[src/hdl/vsd_pkg.sv]
// Shared types and constants for the voxel stream decoder.
// Holds the parse phase enum, the cursor control group and the result beat layout.
// No dependencies.
package vsd_pkg;

  localparam int unsigned OUT_DATA_W = 128;
  localparam int unsigned AXES       = 3;

  localparam logic [7:0] ALPHA_EMPTY  = 8'h00;
  localparam logic [7:0] ALPHA_OPAQUE = 8'hFF;

  localparam logic KIND_HEADER = 1'b0;
  localparam logic KIND_VOXEL  = 1'b1;

  localparam logic [1:0] AXIS_X = 2'd0;
  localparam logic [1:0] AXIS_Y = 2'd1;
  localparam logic [1:0] AXIS_Z = 2'd2;

  typedef enum logic [4:0] {
    PH_SIZE0  = 5'd0,
    PH_SIZE1  = 5'd1,
    PH_SIZE2  = 5'd2,
    PH_VERT0  = 5'd3,
    PH_VERT1  = 5'd4,
    PH_VERT2  = 5'd5,
    PH_VERT3  = 5'd6,
    PH_INDEX0 = 5'd7,
    PH_INDEX1 = 5'd8,
    PH_INDEX2 = 5'd9,
    PH_INDEX3 = 5'd10,
    PH_ALPHA  = 5'd11,
    PH_POS0   = 5'd12,
    PH_POS1   = 5'd13,
    PH_POS2   = 5'd14,
    PH_ALPHA2 = 5'd15,
    PH_RED    = 5'd16,
    PH_GREEN  = 5'd17,
    PH_BLUE   = 5'd18
  } phase_t;

  // One byte per axis: x in [0], y in [1], z in [2].
  typedef logic [AXES-1:0][7:0] coord3_t;

  // Parser to cursor unit.
  typedef struct packed {
    logic       clear;     // file start: zero the cursor, drop any advance
    logic       cancel;    // zero alpha: new position follows, drop any advance
    logic       load;      // position byte for one axis
    logic [1:0] load_idx;
    logic [7:0] load_val;
    logic       start;     // voxel emitted: begin the wrapped advance
  } cursor_ctl_t;

  // Result beat, pos_x in the lowest bits.
  typedef struct packed {
    logic [6:0]  pad;
    logic [31:0] index_total;
    logic [31:0] vertex_total;
    logic        opaque;
    logic [7:0]  alpha;
    logic [7:0]  blue;
    logic [7:0]  green;
    logic [7:0]  red;
    logic [7:0]  pos_z;
    logic [7:0]  pos_y;
    logic [7:0]  pos_x;
  } result_t;

endpackage

[src/hdl/vsd_cursor.sv]
// Voxel cursor registers and the wrapped advance unit.
// Three remainder lanes run three restoring steps per cycle; uses vsd_pkg.
module vsd_cursor
  import vsd_pkg::*;
(
  input  logic        clk,
  input  logic        rst_n,
  input  coord3_t     extent,
  input  cursor_ctl_t ctl,
  output coord3_t     cursor
);

  localparam logic [1:0] LAST_STEP = 2'd2;
  localparam int unsigned BITS_PER_STEP = 3;

  coord3_t                pos_r, pos_nxt;
  logic                   busy_r, busy_nxt;
  logic [1:0]             step_r, step_nxt;
  logic [AXES-1:0][8:0]   num_r, num_nxt;
  logic [AXES-1:0][8:0]   div_r, div_nxt;
  logic [AXES-1:0][7:0]   rem_r, rem_nxt;
  logic [AXES-1:0][8:0]   num_s;
  logic [AXES-1:0][7:0]   rem_s;

  // Three restoring remainder steps per lane and cycle.
  always_comb begin
    logic [8:0] trial;
    for (int a = 0; a < AXES; a++) begin
      num_s[a] = num_r[a];
      rem_s[a] = rem_r[a];
      for (int k = 0; k < BITS_PER_STEP; k++) begin
        trial = {rem_s[a], num_s[a][8]};
        if (trial >= div_r[a]) begin
          trial = trial - div_r[a];
        end
        rem_s[a] = trial[7:0];
        num_s[a] = {num_s[a][7:0], 1'b0};
      end
    end
  end

  always_comb begin
    pos_nxt  = pos_r;
    busy_nxt = busy_r;
    step_nxt = step_r;
    num_nxt  = num_r;
    div_nxt  = div_r;
    rem_nxt  = rem_r;
    if (ctl.clear) begin
      pos_nxt  = '0;
      busy_nxt = 1'b0;
    end else if (ctl.load) begin
      busy_nxt = 1'b0;
      case (ctl.load_idx)
        AXIS_X:  pos_nxt[0] = ctl.load_val;
        AXIS_Y:  pos_nxt[1] = ctl.load_val;
        AXIS_Z:  pos_nxt[2] = ctl.load_val;
        default: pos_nxt = pos_r;
      endcase
    end else if (ctl.cancel) begin
      busy_nxt = 1'b0;
    end else if (ctl.start) begin
      busy_nxt = 1'b1;
      step_nxt = '0;
      for (int a = 0; a < AXES; a++) begin
        num_nxt[a] = {1'b0, pos_r[a]} + 9'd1;
        div_nxt[a] = (extent[a] == 8'd0) ? 9'd256 : {1'b0, extent[a]};
        rem_nxt[a] = '0;
      end
    end else if (busy_r) begin
      num_nxt  = num_s;
      rem_nxt  = rem_s;
      step_nxt = step_r + 2'd1;
      if (step_r == LAST_STEP) begin
        // Carry x into y and y into z only on wrap to zero.
        busy_nxt   = 1'b0;
        pos_nxt[0] = rem_s[0];
        if (rem_s[0] == 8'd0) begin
          pos_nxt[1] = rem_s[1];
          if (rem_s[1] == 8'd0) begin
            pos_nxt[2] = rem_s[2];
          end
        end
      end
    end
  end

  always_ff @(posedge clk) begin
    if (!rst_n) begin
      pos_r  <= '0;
      busy_r <= 1'b0;
      step_r <= '0;
    end else begin
      pos_r  <= pos_nxt;
      busy_r <= busy_nxt;
      step_r <= step_nxt;
    end
  end

  always_ff @(posedge clk) begin
    num_r <= num_nxt;
    div_r <= div_nxt;
    rem_r <= rem_nxt;
  end

  assign cursor = pos_r;

endmodule

[src/hdl/vsd_parser.sv]
// Byte parser: header fields, voxel alpha/position/colour bytes, result composition.
// Drives the cursor unit through cursor_ctl_t; uses vsd_pkg.
module vsd_parser
  import vsd_pkg::*;
(
  input  logic        clk,
  input  logic        rst_n,
  input  logic        acc,
  input  logic [7:0]  data_byte,
  input  logic        file_start,
  input  coord3_t     cursor,
  output coord3_t     extent,
  output cursor_ctl_t ctl,
  output logic        res_valid,
  output logic        res_kind,
  output result_t     res
);

  phase_t      phase_r, phase_nxt, ph;
  coord3_t     ext_r, ext_nxt, ext_b;
  logic [31:0] vert_r, vert_nxt, vert_b;
  logic [31:0] shift_r, shift_nxt, shift_b, shift_in;
  logic [7:0]  alpha_r, alpha_nxt, alpha_b;
  logic [7:0]  red_r, red_nxt, red_b;
  logic [7:0]  green_r, green_nxt, green_b;

  // File start restarts at the first size byte with cleared state.
  assign ph       = file_start ? PH_SIZE0 : phase_r;
  assign ext_b    = file_start ? '0 : ext_r;
  assign vert_b   = file_start ? '0 : vert_r;
  assign shift_b  = file_start ? '0 : shift_r;
  assign alpha_b  = file_start ? '0 : alpha_r;
  assign red_b    = file_start ? '0 : red_r;
  assign green_b  = file_start ? '0 : green_r;
  assign shift_in = {data_byte, shift_b[31:8]};

  // Next phase.
  always_comb begin
    phase_nxt = phase_r;
    if (acc) begin
      case (ph)
        PH_SIZE0:  phase_nxt = PH_SIZE1;
        PH_SIZE1:  phase_nxt = PH_SIZE2;
        PH_SIZE2:  phase_nxt = PH_VERT0;
        PH_VERT0:  phase_nxt = PH_VERT1;
        PH_VERT1:  phase_nxt = PH_VERT2;
        PH_VERT2:  phase_nxt = PH_VERT3;
        PH_VERT3:  phase_nxt = PH_INDEX0;
        PH_INDEX0: phase_nxt = PH_INDEX1;
        PH_INDEX1: phase_nxt = PH_INDEX2;
        PH_INDEX2: phase_nxt = PH_INDEX3;
        PH_INDEX3: phase_nxt = PH_ALPHA;
        PH_ALPHA:  phase_nxt = (data_byte == ALPHA_EMPTY) ? PH_POS0 : PH_RED;
        PH_POS0:   phase_nxt = PH_POS1;
        PH_POS1:   phase_nxt = PH_POS2;
        PH_POS2:   phase_nxt = PH_ALPHA2;
        PH_ALPHA2: phase_nxt = PH_RED;
        PH_RED:    phase_nxt = PH_GREEN;
        PH_GREEN:  phase_nxt = PH_BLUE;
        PH_BLUE:   phase_nxt = PH_ALPHA;
        default:   phase_nxt = PH_SIZE0;
      endcase
    end
  end

  // Held fields, cursor control and the result of this beat.
  always_comb begin
    ext_nxt      = ext_b;
    vert_nxt     = vert_b;
    shift_nxt    = shift_b;
    alpha_nxt    = alpha_b;
    red_nxt      = red_b;
    green_nxt    = green_b;
    res_valid    = 1'b0;
    res_kind     = KIND_HEADER;
    res          = '0;
    ctl          = '0;
    ctl.clear    = acc & file_start;
    ctl.load_val = data_byte;
    case (ph)
      PH_SIZE0: ext_nxt[0] = data_byte;
      PH_SIZE1: ext_nxt[1] = data_byte;
      PH_SIZE2: ext_nxt[2] = data_byte;
      PH_VERT0, PH_VERT1, PH_VERT2, PH_INDEX0, PH_INDEX1, PH_INDEX2: begin
        shift_nxt = shift_in;
      end
      PH_VERT3: begin
        vert_nxt  = shift_in;
        shift_nxt = '0;
      end
      PH_INDEX3: begin
        shift_nxt        = shift_in;
        res_valid        = acc;
        res_kind         = KIND_HEADER;
        res.pos_x        = ext_b[0];
        res.pos_y        = ext_b[1];
        res.pos_z        = ext_b[2];
        res.vertex_total = vert_b;
        res.index_total  = shift_in;
      end
      PH_ALPHA: begin
        alpha_nxt  = data_byte;
        ctl.cancel = acc && (data_byte == ALPHA_EMPTY);
      end
      PH_POS0: begin
        ctl.load     = acc;
        ctl.load_idx = AXIS_X;
      end
      PH_POS1: begin
        ctl.load     = acc;
        ctl.load_idx = AXIS_Y;
      end
      PH_POS2: begin
        ctl.load     = acc;
        ctl.load_idx = AXIS_Z;
      end
      PH_ALPHA2: alpha_nxt = data_byte;
      PH_RED:    red_nxt   = data_byte;
      PH_GREEN:  green_nxt = data_byte;
      PH_BLUE: begin
        res_valid  = acc;
        res_kind   = KIND_VOXEL;
        res.pos_x  = cursor[0];
        res.pos_y  = cursor[1];
        res.pos_z  = cursor[2];
        res.red    = red_b;
        res.green  = green_b;
        res.blue   = data_byte;
        res.alpha  = alpha_b;
        res.opaque = (alpha_b == ALPHA_OPAQUE);
        ctl.start  = acc;
      end
      default: ;
    endcase
  end

  always_ff @(posedge clk) begin
    if (!rst_n) begin
      phase_r <= PH_SIZE0;
      ext_r   <= '0;
      vert_r  <= '0;
      shift_r <= '0;
      alpha_r <= '0;
      red_r   <= '0;
      green_r <= '0;
    end else begin
      phase_r <= phase_nxt;
      if (acc) begin
        ext_r   <= ext_nxt;
        vert_r  <= vert_nxt;
        shift_r <= shift_nxt;
        alpha_r <= alpha_nxt;
        red_r   <= red_nxt;
        green_r <= green_nxt;
      end
    end
  end

  assign extent = ext_r;

endmodule

[src/hdl/vsd_out_reg.sv]
// Result register between the parser and the master-side stream.
// Holds one beat and frees itself in the cycle the beat is taken; uses vsd_pkg.
module vsd_out_reg
  import vsd_pkg::*;
(
  input  logic                  clk,
  input  logic                  rst_n,
  input  logic                  load,
  input  logic                  res_kind,
  input  result_t               res,
  input  logic                  out_tready,
  output logic                  out_tvalid,
  output logic                  out_tuser,
  output logic [OUT_DATA_W-1:0] out_tdata,
  output logic                  slot_free
);

  logic    valid_r, valid_nxt;
  logic    kind_r;
  result_t data_r;

  assign slot_free = !valid_r || out_tready;

  always_comb begin
    if (load) begin
      valid_nxt = 1'b1;
    end else if (out_tready) begin
      valid_nxt = 1'b0;
    end else begin
      valid_nxt = valid_r;
    end
  end

  always_ff @(posedge clk) begin
    if (!rst_n) begin
      valid_r <= 1'b0;
    end else begin
      valid_r <= valid_nxt;
    end
  end

  always_ff @(posedge clk) begin
    if (load) begin
      kind_r <= res_kind;
      data_r <= res;
    end
  end

  assign out_tvalid = valid_r;
  assign out_tuser  = kind_r;
  assign out_tdata  = OUT_DATA_W'(data_r);

endmodule

[src/hdl/voxel_stream_decoder.sv]
// Voxel stream decoder, top level: byte parser, cursor unit and result register.
// Depends on vsd_pkg, vsd_parser, vsd_cursor and vsd_out_reg.
//
// Takes a voxel model file one byte per beat on the slave side and produces header and
// voxel results on the master side. The first 11 bytes of a file are the x, y and z sizes
// followed by the little-endian vertex and index counts; the 11th byte yields one header
// result (tuser = 0). After that each voxel is an alpha byte, then, if alpha was zero, three
// position bytes and a second alpha byte taken as is, then red, green and blue; the blue byte
// yields one voxel result (tuser = 1) at the current cursor, opaque set for alpha 255.
// The cursor then steps x, carrying into y and z on wrap, modulo each size (0 means 256).
// A beat with in_tuser high restarts the parse at the first size byte with cleared state;
// an unfinished voxel or header produces nothing. Throughput is one byte per cycle: a result
// leaves the parser in the cycle its last byte is accepted and waits in the result register,
// and in_tready only drops while that register holds a beat that out_tready does not take.
// out_tvalid rises in the cycle after the last byte of an item is accepted. The cursor
// step is a remainder computation by a three-bit-per-cycle restoring unit, which finishes
// before the next voxel's blue byte can arrive unless a zero alpha or file start drops it.
module voxel_stream_decoder
  import vsd_pkg::*;
(
  input  logic                  clk,
  input  logic                  rst_n,
  // slave side
  input  logic                  in_tvalid,
  output logic                  in_tready,
  input  logic [7:0]            in_tdata,   // [7:0] data_byte
  input  logic                  in_tuser,   // [0] file_start
  // master side
  output logic                  out_tvalid,
  input  logic                  out_tready,
  output logic [OUT_DATA_W-1:0] out_tdata,  // pos_x, pos_y, pos_z, red, green, blue, alpha,
                                            // opaque, vertex_total, index_total, zero pad
  output logic                  out_tuser   // [0] kind
);

  logic        in_acc;
  logic        res_valid;
  logic        res_kind;
  result_t     res;
  coord3_t     extent;
  coord3_t     cursor;
  cursor_ctl_t cur_ctl;
  result_t     out_beat;

  // Accept a byte whenever the result register can take whatever it yields.
  assign in_acc = in_tvalid && in_tready;

  vsd_parser u_parser (
    .clk        (clk),
    .rst_n      (rst_n),
    .acc        (in_acc),
    .data_byte  (in_tdata),
    .file_start (in_tuser),
    .cursor     (cursor),
    .extent     (extent),
    .ctl        (cur_ctl),
    .res_valid  (res_valid),
    .res_kind   (res_kind),
    .res        (res)
  );

  // Cursor registers plus the wrapped advance after each voxel.
  vsd_cursor u_cursor (
    .clk    (clk),
    .rst_n  (rst_n),
    .extent (extent),
    .ctl    (cur_ctl),
    .cursor (cursor)
  );

  // Hold the finished beat until the master side takes it.
  vsd_out_reg u_out (
    .clk        (clk),
    .rst_n      (rst_n),
    .load       (res_valid),
    .res_kind   (res_kind),
    .res        (res),
    .out_tready (out_tready),
    .out_tvalid (out_tvalid),
    .out_tuser  (out_tuser),
    .out_tdata  (out_tdata),
    .slot_free  (in_tready)
  );

  assign out_beat = result_t'(out_tdata);

  // An empty result register never stalls the byte stream.
  a_ready_when_empty : assert property (@(posedge clk) disable iff (!rst_n)
    !out_tvalid |-> in_tready)
    else $error("input stalled with empty result register");

  // Header beats carry no colour.
  a_header_no_colour : assert property (@(posedge clk) disable iff (!rst_n)
    (out_tvalid && out_tuser == KIND_HEADER) |->
      (out_beat.red == 8'd0 && out_beat.green == 8'd0 && out_beat.blue == 8'd0 &&
       out_beat.alpha == 8'd0 && !out_beat.opaque))
    else $error("header beat with colour fields set");

  // Voxel beats carry no counts.
  a_voxel_no_counts : assert property (@(posedge clk) disable iff (!rst_n)
    (out_tvalid && out_tuser == KIND_VOXEL) |->
      (out_beat.vertex_total == 32'd0 && out_beat.index_total == 32'd0))
    else $error("voxel beat with count fields set");

  // Opaque follows alpha.
  a_opaque_flag : assert property (@(posedge clk) disable iff (!rst_n)
    (out_tvalid && out_tuser == KIND_VOXEL) |->
      (out_beat.opaque == (out_beat.alpha == ALPHA_OPAQUE)))
    else $error("opaque flag disagrees with alpha");

endmodule

[config.mk]
export PLATFORM = sky130hd
export DESIGN_NAME = voxel_stream_decoder
export DESIGN_NICKNAME = d
export VERILOG_FILES = /design/src/hdl/vsd_pkg.sv /design/src/hdl/vsd_cursor.sv /design/src/hdl/vsd_parser.sv /design/src/hdl/vsd_out_reg.sv /design/src/hdl/voxel_stream_decoder.sv
export SDC_FILE = /design/constraint.sdc
export NUM_CORES = 1
export LEC_CHECK = 0
export ABC_CLOCK_PERIOD_IN_PS = 11200
export BUFFER_PORTS_ARGS = -buffer_cell sky130_fd_sc_hd__buf_4
export CORE_MARGIN = 2
export CORE_UTILIZATION = 55
export DETAILED_ROUTE_END_ITERATION = 12
export PLACE_DENSITY = 0.73
export SYNTH_ARGS = -nofsm -noshare
export SYNTH_HDL_FRONTEND = slang
export SYNTH_SLANG_ARGS = --single-unit
[constraint.sdc]
create_clock -name clk -period 11.2 [get_ports clk]
set_input_delay 0 -clock clk [delete_from_list [all_inputs] [get_ports clk]]
set_output_delay 0 -clock clk [all_outputs]
set_load 0.1 [all_outputs]
==> reports/qor.log <==
qor: drt.drtIter0Drc 1,172
qor: logic_synthesis.yosysWarnings 0
qor: timing.final.period_utilization 71.02%
qor: power_and_ir_drop.cellPowerDensity 129.0 nW/um2
qor: die.placeable_core_area 31,470 um2
qor: timing.setup_repair_after_global_routing_missed_its_margin false
qor: clock_tree.post-cts-setup-buffers 0
qor: timing.hold_viol_final 0
qor: logic_synthesis.post_synth_inst_count 1,687
qor: global_route.grt_start_max_net_pins 113
qor: final_layout.utilization 63.67%
qor: setup_path.critical_path.reg2reg.startpoint u_cursor.div_r[1]
qor: setup_path.critPathCapture u_cursor.cursor[18]
qor: power_and_ir_drop.seq_power_share 50.6%
qor: final_layout.synthToLayoutAreaGrowth 14.10%
qor: setup_path.critPathSlowestCell a2111oi_4
qor: logic_synthesis.netlist-cell-type-count 79
qor: setup_path.worst-path-buf-inv 1
qor: logic_synthesis.synth_async_sr_flop_share 0%
qor: setup_path.stages_on_the_worst_setup_path 23
qor: timing.maxSlewViolCount 0
qor: logic_synthesis.synth-edff-count 200
qor: place.dp_hpwl 29.84 mm
qor: drt.drt-pass1-iter-count 5
qor: die.die-width 182.7 um
qor: setup_path.critPathLaunchType flip-flop
qor: clock_tree.insertion_delay 0.52 ns
qor: clock_tree.tritoncts.num_buffers 35
qor: clock_tree.cts_max_level 2
qor: power_and_ir_drop.power 0.002585 W
qor: die.chipHeight 182.7 um
qor: die.start_util 55.80%
qor: die.io-pin-count 144
qor: timing.hold_slack 0.06484 ns
qor: clock_tree.library_cell_used_as_clock_root_buffer clkbuf_16
qor: drt.routed_wl 44.78 mm
qor: power_and_ir_drop.power.share.clock 46.8%
qor: final_layout.antenna-diode-count 0
qor: power_and_ir_drop.internal_power 0.002054 W
qor: timing.setup-tns-final 0 ns
qor: final_layout.final_cell_mix 200 x edfxtp_1, 147 x buf_4, 137 x dfxtp_1, 123 x nor2b_1, 113 x nor2_1
qor: timing.worst-slew-pin-transition 1.223 ns
qor: clock_tree.cts.clk_slew.worst_paths 0.06 ns
qor: clock_tree.clock_path_buffers 3
qor: logic_synthesis.synth_sequential_area_ratio 49.81%
qor: power_and_ir_drop.sw_frac_of_total 20.53%
qor: global_route.grt_first_pass_wirelength 69.97 mm
qor: logic_synthesis.ys_ff_latch 337
qor: place.detailedPlace.worstSlack 3.348 ns
qor: power_and_ir_drop.power.ir.vdd_worst 0.1303 mV
qor: final_layout.nets 1,878
qor: global_route.antenna_found_initial 0
qor: drt.vias_per_cell 6.029
qor: setup_path.worstPathCellList inv_1 > ha_1 > nor2b_1 > o31ai_2 > a21oi_1 > o21ai_2 > mux2i_1 > ha_1 > nor2b_1 > o31a_1 > o31a_1 > or2_1 > a21oi_1 > ha_1 > nor2b_1 > o31a_1 > o41a_1 > a2111oi_4 > mux2i_1 > and3_1 > and4_1 > o221ai_1 > a21oi_1
qor: final_layout.layout.cells.most_common edfxtp_1
qor: clock_tree.cts.sinks 337
qor: die.floorplan.rows 65
qor: global_route.grt_use_total 26.42%
qor: power_and_ir_drop.power_leakage 7.337 nW
qor: flow_run.maxCapViolCount 0
qor: setup_path.cp.arrival 8.38 ns
qor: setup_path.timing_worst_setup_path_type reg -> reg
qor: timing.worst_slack 3.246 ns
qor: setup_path.setup.worst_path.end_class flip-flop
qor: logic_synthesis.synth_area_per_cell 10.41 um2
qor: drt.vias 13,260
qor: place.place.gp.congestion 0.8834
qor: global_route.first_global_vias 12,710
qor: place.port_bufs 136
qor: final_layout.n_fill_cell 2,461
qor: setup_path.worst-r2r-cell-count 23
qor: clock_tree.cts_tree yes
qor: power_and_ir_drop.power_switching 0.0005307 W
qor: setup_path.crit_start u_cursor.div_r[1]
qor: setup_path.crit_fanout 13
qor: setup_path.timing.critical_path.max_delay_family compound AO/OA/AOI/OAI gates
qor: clock_tree.cts-resized-gates 0
qor: drt.drt.antenna.violating_nets 0
qor: global_route.grt.overflow.total 0
qor: power_and_ir_drop.comb_power_share 2.6%
qor: die.design.die.area 33,380 um2
qor: logic_synthesis.synthesis.area 17,560 um2
qor: timing.max_slew_margin 18.46%
qor: timing.finalSetupViolCount 0
qor: final_layout.final-seq-area 8748 um2
qor: drt.post_drt_wl_per_cell 20.36 um
qor: setup_path.critical-path-max-stage-delay 0.84 ns
qor: worst_hold_path.min-delay-path-class in -> reg
qor: timing.finalWorstPathRequiredPeriod 7.954 ns
qor: clock_tree.number_of_buffers_inserted_for_hold_repair_after_clock_tree_synthesis 9
qor: timing.timing.fmax 125.7 MHz
qor: final_layout.final_layout_size_suffix_gt1_share 13.80%
qor: logic_synthesis.prevailing_post_synth_register_cell edfxtp_1
qor: setup_path.setup.reg_to_reg.worst_slack 3.25 ns
qor: setup_path.timing.critical_path.required 11.63 ns
qor: drt.drc 0
qor: setup_path.regToRegEndpoint u_cursor.cursor[18]
qor: timing.final.setup_skew 0.01225 ns
qor: final_layout.multi_input_comb_area 8158 um2
qor: run_status.status completed
[final cells by class]
cell class | count | share of cell area, %
clock buffer | 49 | 4.933
inverter | 65 | 1.218
multi-input combinational | 1176 | 40.71
clock inverter | 14 | 1.012
sequential | 337 | 43.66
tap | 402 | 2.510
timing repair buffer | 156 | 5.957
[stage by stage]
stage	cells	cell area, um2
after CTS	2199	20040
after global routing	2199	20040
after floorplan	1693	17580
after detailed placement	2127	18760
final	2199	20040
after global placement	2127	18760
[layer usage]
| metal | wire length [um] | global-route usage (%) | up-vias |
|---|---|---|---|
| li1 | - | - | 6264 |
| met1 | 19060 | 35.37 | 6445 |
| met2 | 21280 | 43.38 | 455 |
| met3 | 3154 | 5.129 | 94 |
| met4 | 1287 | 8.548 | 0 |
| met5 | 0 | 0 | - |
[cells by family (layout without fill, tap and decap cells)]
logic type | Yosys count | after routing | share of synthesized area (%)
AOI/OAI and AO/OA | 407 | 407 | 15.94
buffers and inverters | 180 | 284 | 4.097
muxes | 60 | 60 | 3.591
other | 1 | 7 | 0.02135
xor gates and xnor gates | 56 | 56 | 2.793
adders and majority gates | 94 | 94 | 7.082
DFF | 337 | 337 | 49.81
and+or+nand+nor | 552 | 552 | 16.66
[Yosys cell counts (all sizes together), types with 3 or more instances]
cell     count  area [um2]
a21o        23       172.7
ha          85        1064
nor3        22       110.1
edfxtp     200        6006
or4          6       45.04
a2111oi      3       45.05
a211o       10       87.58
inv         64       240.2
nand3       28       140.1
and2        71       444.2
o21bai       5       37.54
or3          5       31.28
nor2       116       437.9
a22o        23       201.4
fa           9       180.2
a31oi        5       37.53
o21a        21       157.7
nor4         5       31.28
dfxtp      137        2743
a21oi       75       379.1
and3        40       250.2
o21ai       87       439.2
or2          6       37.54
nand2b      14       87.58
o31a         7       61.31
and4         8       70.07
o211ai       5       42.54
clkbuf     101       379.1
o41a         3       33.78
a22oi       96       720.7
xnor2       32       280.3
buf         14       96.34
nor2b      123       769.5
mux2        24       270.3
nand2       88       335.3
nand4       17       106.4
a211oi      15       117.6
xor2        24       210.2
mux2i       36       360.4
[state kept, by name, indices dropped and copies added, names as in the netlist]
name              count
u_cursor.div_r       27
u_out.out_tdata     121
u_parser.phase_r      5
u_cursor.rem_r       24
u_cursor.num_r       27
u_out.out_tuser       1
u_cursor.step_r       2
u_cursor.busy_r       1
u_cursor.cursor      24
u_out.out_tvalid      1
u_parser.shift_r     24
u_parser.vert_r      32
u_parser.red_r        8
u_parser.alpha_r      8
u_parser.green_r      8
u_parser.extent      24
[worst reg2reg max path, cell delays in order, from the launching register on]
cell,delay (ns)
edfxtp_1,0.43
inv_1,0.24
ha_1,0.31
nor2b_1,0.16
o31ai_2,0.30
a21oi_1,0.21
o21ai_2,0.42
mux2i_1,0.44
ha_1,0.33
nor2b_1,0.15
o31a_1,0.30
o31a_1,0.34
or2_1,0.40
a21oi_1,0.36
ha_1,0.31
nor2b_1,0.15
o31a_1,0.28
o41a_1,0.38
a2111oi_4,0.84
mux2i_1,0.48
and3_1,0.27
and4_1,0.40
o221ai_1,0.18
a21oi_1,0.16
[power groups by stage]
stage                     registers, W  clock network, W  logic (W)
after global routing           0.00131           0.00127  0.0000707
after detailed placement       0.00133                 0  0.0000634
final                          0.00131           0.00121  0.0000667
after CTS                      0.00131           0.00122  0.0000664
after global placement         0.00133                 0  0.0000630
after floorplan                0.00133                 0  0.0000474
[worst min-delay path by stage]
| stage | startpoint | to | slack (ns) | depth (start not counted) |
|---|---|---|---|---|
| after global placement | in_tuser | u_parser.phase_r[0] | 0.42 | 3 |
| after global routing | out_tready | u_out.out_tvalid | 0.09 | 4 |
| after CTS | out_tready | u_out.out_tvalid | 0.04 | 4 |
| after floorplan | in_tuser | u_parser.phase_r[0] | 0.17 | 2 |
| final | out_tready | u_out.out_tvalid | 0.06 | 4 |
| after detailed placement | in_tuser | u_parser.phase_r[0] | 0.44 | 3 |
Power figures use the tool's default switching activity.
